==> src/rtl/acl_fmc_pkg.sv <==
// Shared types and constants for the five-tuple first-match ACL classifier.
// Depends on nothing; imported by the controller, the datapath and the top level.
package acl_fmc_pkg;

  localparam int SLOT_W  = 6;
  localparam int MAX_SLOTS = 2 ** SLOT_W;

  localparam logic OP_CLASSIFY = 1'b0;
  localparam logic OP_WRITE    = 1'b1;

  // One stored rule.
  typedef struct packed {
    logic [31:0] src_val;
    logic [31:0] src_mask;
    logic [31:0] dst_val;
    logic [31:0] dst_mask;
    logic [15:0] sp_lo;
    logic [15:0] sp_hi;
    logic [15:0] dp_lo;
    logic [15:0] dp_hi;
    logic [7:0]  proto_val;
    logic [7:0]  proto_msk;
    logic        permit;
  } rule_t;

  // Commands from the controller to the datapath.
  typedef struct packed {
    logic capture;
    logic write;
    logic rd_en;
    logic finish;
  } cmd_t;

  // Status from the datapath to the controller.
  typedef struct packed {
    logic hit;
  } sts_t;

endpackage

==> src/rtl/acl_fmc_ctrl.sv <==
// Controller of the ACL classifier: accepts requests and sequences the rule scan.
// Depends on acl_fmc_pkg for the command and status types.
module acl_fmc_ctrl
  import acl_fmc_pkg::*;
#(
  parameter int MEM_DEPTH = 64,
  parameter int IDX_W     = 6
) (
  input  logic             clk,
  input  logic             rst,
  input  logic             start,
  input  logic             operation,
  output logic             busy,
  output cmd_t             cmd,
  output logic [IDX_W-1:0] rd_addr,
  input  sts_t             sts
);

  typedef enum logic {
    ST_IDLE,
    ST_SCAN
  } state_t;

  localparam logic [IDX_W-1:0] LAST_IDX = IDX_W'(MEM_DEPTH - 1);

  state_t           state;
  logic [IDX_W-1:0] rd_idx;
  logic             issue_done;
  logic             eval_ok;
  logic             eval_last;
  logic             accept;

  assign busy    = (state != ST_IDLE);
  assign accept  = start && !busy;
  assign rd_addr = rd_idx;

  always_comb begin
    cmd         = '0;
    cmd.capture = accept && (operation == OP_CLASSIFY);
    cmd.write   = accept && (operation == OP_WRITE);
    cmd.rd_en   = (state == ST_SCAN) && !issue_done;
    cmd.finish  = (state == ST_SCAN) && eval_ok && (sts.hit || eval_last);
  end

  always_ff @(posedge clk) begin
    if (rst) begin
      state      <= ST_IDLE;
      rd_idx     <= '0;
      issue_done <= 1'b0;
      eval_ok    <= 1'b0;
      eval_last  <= 1'b0;
    end else begin
      unique case (state)
        ST_IDLE: begin
          eval_ok <= 1'b0;
          if (cmd.capture) begin
            state      <= ST_SCAN;
            rd_idx     <= '0;
            issue_done <= 1'b0;
          end
        end
        ST_SCAN: begin
          // Reads run one slot ahead of the compare on the registered entry.
          eval_ok   <= cmd.rd_en;
          eval_last <= (rd_idx == LAST_IDX);
          if (cmd.rd_en) begin
            if (rd_idx == LAST_IDX) begin
              issue_done <= 1'b1;
            end else begin
              rd_idx <= rd_idx + 1'b1;
            end
          end
          if (cmd.finish) begin
            state <= ST_IDLE;
          end
        end
        default: state <= ST_IDLE;
      endcase
    end
  end

  a_idle_no_read: assert property (@(posedge clk) disable iff (rst)
    (state == ST_IDLE) |-> !cmd.rd_en && !cmd.finish)
    else $error("rule read or finish issued while idle");

  a_finish_to_idle: assert property (@(posedge clk) disable iff (rst)
    cmd.finish |=> (state == ST_IDLE))
    else $error("controller stayed busy after finishing a scan");

  a_write_when_idle: assert property (@(posedge clk) disable iff (rst)
    (cmd.write || cmd.capture) |-> (state == ST_IDLE) && !(cmd.write && cmd.capture))
    else $error("request taken while busy or decoded twice");

  a_finish_needs_eval: assert property (@(posedge clk) disable iff (rst)
    (eval_ok && eval_last && state == ST_SCAN) |-> cmd.finish)
    else $error("scan passed the last slot without a verdict");

endmodule

==> config.mk <==
export PLATFORM = sky130hd
export DESIGN_NAME = acl_fmc_ctrl
export DESIGN_NICKNAME = d
export VERILOG_FILES = /design/src/rtl/acl_fmc_pkg.sv /design/src/rtl/acl_fmc_ctrl.sv
export SDC_FILE = /design/constraint.sdc
export NUM_CORES = 1
export LEC_CHECK = 0
export BUFFER_PORTS_ARGS = -buffer_cell sky130_fd_sc_hd__clkbuf_2
export CORE_UTILIZATION = 32
export CTS_BUF_LIST = sky130_fd_sc_hd__clkbuf_2
export CTS_CLUSTER_SIZE = 40
export DETAILED_ROUTE_END_ITERATION = 8
export PLACE_DENSITY = 0.59
export SLEW_MARGIN = 10
export SYNTH_ARGS = -nofsm -noshare
export SYNTH_HDL_FRONTEND = slang
export SYNTH_SLANG_ARGS = --single-unit
==> constraint.sdc <==
create_clock -name clk -period 3.54 [get_ports clk]
set_input_delay 0.177 -clock clk [delete_from_list [all_inputs] [get_ports clk]]
set_output_delay 0.177 -clock clk [all_outputs]
set_load 0.02 [all_outputs]
==> flow_summary.json <==
{
  "critical_path_class": "reg2reg",
  "die_width_um": 40.6,
  "grt_pass1_vias": 320,
  "fmax_ghz": 0.579,
  "clkTransAtPathRegs_ps": 110,
  "stdcell_area_um2": 579,
  "io_buffer_count": 15,
  "drt-pass1-iter-count": 4,
  "syn_area_per_cell_um2": 9.56,
  "cts-root-buf": "clkbuf_2",
  "num_vias": 435,
  "post_cts_buffers": 0,
  "finalCritPeriodShare": 0.488,
  "grt_usage": 0.135,
  "crit_arrival_ps": 1910,
  "synthCells": 50,
  "peakVddDrop_v": 0.000125,
  "n_antenna_cell": 0,
  "required_ps": 3730,
  "start_util": 0.354,
  "status": "completed",
  "htreeDepth": 1,
  "routabilityCongestion": 0.737,
  "avgViaCountPerCell": 5.24,
  "nFillCells": 133,
  "crit_path_end_kind": "flop",
  "drt-total-wl_um": 940,
  "synth.distinct_cells": 23,
  "insertion_delay_ps": 250,
  "row_count": 13,
  "drt_iter0_drc": 8,
  "seq_area_frac_synth": 0.419,
  "p_leak_nw": 0.258,
  "nets": 75,
  "grt_overflow": 0,
  "grt_max_degree": 10,
  "power_uw": 216,
  "post_dp_cell_area_um2": 561,
  "core_area_um2": 1350,
  "slew_viol_final": 0,
  "tns_ps": 0,
  "syn_area_um2": 478,
  "clock_path_buffers": 2,
  "maxCapViolCount": 0,
  "dp_hpwl_um": 690,
  "rrSetupSlack_ps": 1810,
  "hold_viol": 0,
  "dieArea_um2": 1650,
  "hold_class": "in2reg",
  "path_max_fanout": 9,
  "route.detailed.drc": 0,
  "worstSetupStartpointType": "flop",
  "grt_pass1_wl_um": 1450,
  "rsz0062_at_grt": "no",
  "max_slew_margin": 0.738,
  "synth.net_count": 56,
  "cts_buffers": 3,
  "worst_pin_slew_ps": 393,
  "drive_gt1_frac": 0.324,
  "fin_crit_ps": 1730,
  "finalSetupViolations": 0,
  "detail-route-antenna-nets": 0,
  "grt_antenna_before_repair": 0,
  "post_cts_resized": 0,
  "p_per_area_nw_per_um2": 374,
  "cts_tree": "done",
  "post-route-util": 0.429,
  "io_pins": 16,
  "synth_seq_cells": 10,
  "ctsHoldBuffers": 0,
  "dieHeight_um": 40.6,
  "cts.sink_count": 10,
  "ys_warn_count": 0,
  "wl_per_cell_um": 11.3,
  "areaGrowthSynthToFinish_pct": 21.2,
  "fin_skew_ps": 8.25
}
==> worst paths after layout <==
path                                 start          to  cells after the start
worst max register to register        busy  rd_addr[5]                      4
worst max-delay path                  busy  rd_addr[5]                      4
worst min register to register  issue_done  issue_done                      2
worst min-delay path                   rst     eval_ok                      2
==> cells in the final DEF (no fill, tap or decap), types with 2 or more instances in the layout <==
cell type   n
nand2b_1    2
clkbuf_2   18
or2_2       2
nand3_1     4
nor2b_1     2
xor2_1      2
or4_1       2
nand2_1     3
dfxtp_1    10
nor2_1      5
a21oi_1     5
==> cells by family (layout without fill, tap and decap cells) <==
group / count (synthesis) / in the layout / synth area share
AOI/OAI and AO/OA: 12 / 12 / 0.194
and+or+nand+nor: 24 / 24 / 0.301
DFF: 10 / 10 / 0.419
adders and majority gates: 1 / 1 / 0.0262
buffers and inverters: 1 / 19 / 0.0236
xor gates and xnor gates: 2 / 2 / 0.0367
==> cells in the mapped netlist <==
master | count | area share
dfxtp_1 | 10 | 0.42
and2b_1 | 1 | 0.016
ha_1 | 1 | 0.026
buf_6 | 1 | 0.024
o31ai_1 | 1 | 0.016
nand3_1 | 4 | 0.042
o221ai_1 | 1 | 0.018
nor3b_4 | 1 | 0.039
a21oi_1 | 5 | 0.052
nor2_1 | 5 | 0.039
or3_1 | 1 | 0.013
xor2_1 | 2 | 0.037
o2111ai_1 | 1 | 0.018
and3b_1 | 1 | 0.018
or2_2 | 2 | 0.026
o211a_1 | 1 | 0.021
or4_1 | 2 | 0.031
nor2b_1 | 2 | 0.026
o21ai_0 | 1 | 0.010
o211ai_1 | 1 | 0.016
o22ai_4 | 1 | 0.042
nand2_1 | 3 | 0.024
nand2b_1 | 2 | 0.026
==> power breakdown <==
part | total (mW) | internal [mW] | switching (mW)
logic | 0.0313 | 0.0127 | 0.0187
clock network | 0.0658 | 0.0245 | 0.0412
registers | 0.119 | 0.115 | 0.00406
total | 0.216 | 0.153 | 0.0640
==> sequential cells by signal (all words and copies together) (netlist names) <==
register and cells:
eval_last 1, busy 1, rd_addr 6, eval_ok 1, issue_done 1
==> area by class of cell <==
| cell class | count | area [um2] | share of cell area |
|---|---|---|---|
| flip-flops and latches | 10 | 200 | 0.346 |
| repair buffers | 15 | 75.1 | 0.130 |
| clock buffers | 3 | 15.0 | 0.0259 |
| clock inverters | 1 | 3.75 | 0.00648 |
| multi-input cells | 39 | 267 | 0.460 |
| well taps | 15 | 18.8 | 0.0324 |
==> worst max-delay path, cell delays in order, from the launching register on <==
cell and delay [ps]:
dfxtp_1 410, nor3b_4 420, o22ai_4 170, or4_1 510, a21oi_1 140
==> metal layers <==
layer	vias to the layer above	global-route usage	part of all wire
met3	0	0.0163	0.031
met1	201	0.195	0.52
met4	0	0.100	0
met2	10	0.179	0.45
met5	-	0	0
li1	224	-	-
==> per-stage QoR <==
step	hold WS, ps	std cells	worst slack [ps]
2_1_floorplan	246	50	1700
3_3_place_gp	445	79	1900
3_5_place_dp	444	79	1840
4_1_cts	150	83	1800
5_1_grt	160	83	1650
6_report	165	83	1810
(Power assumes the default switching activity.)
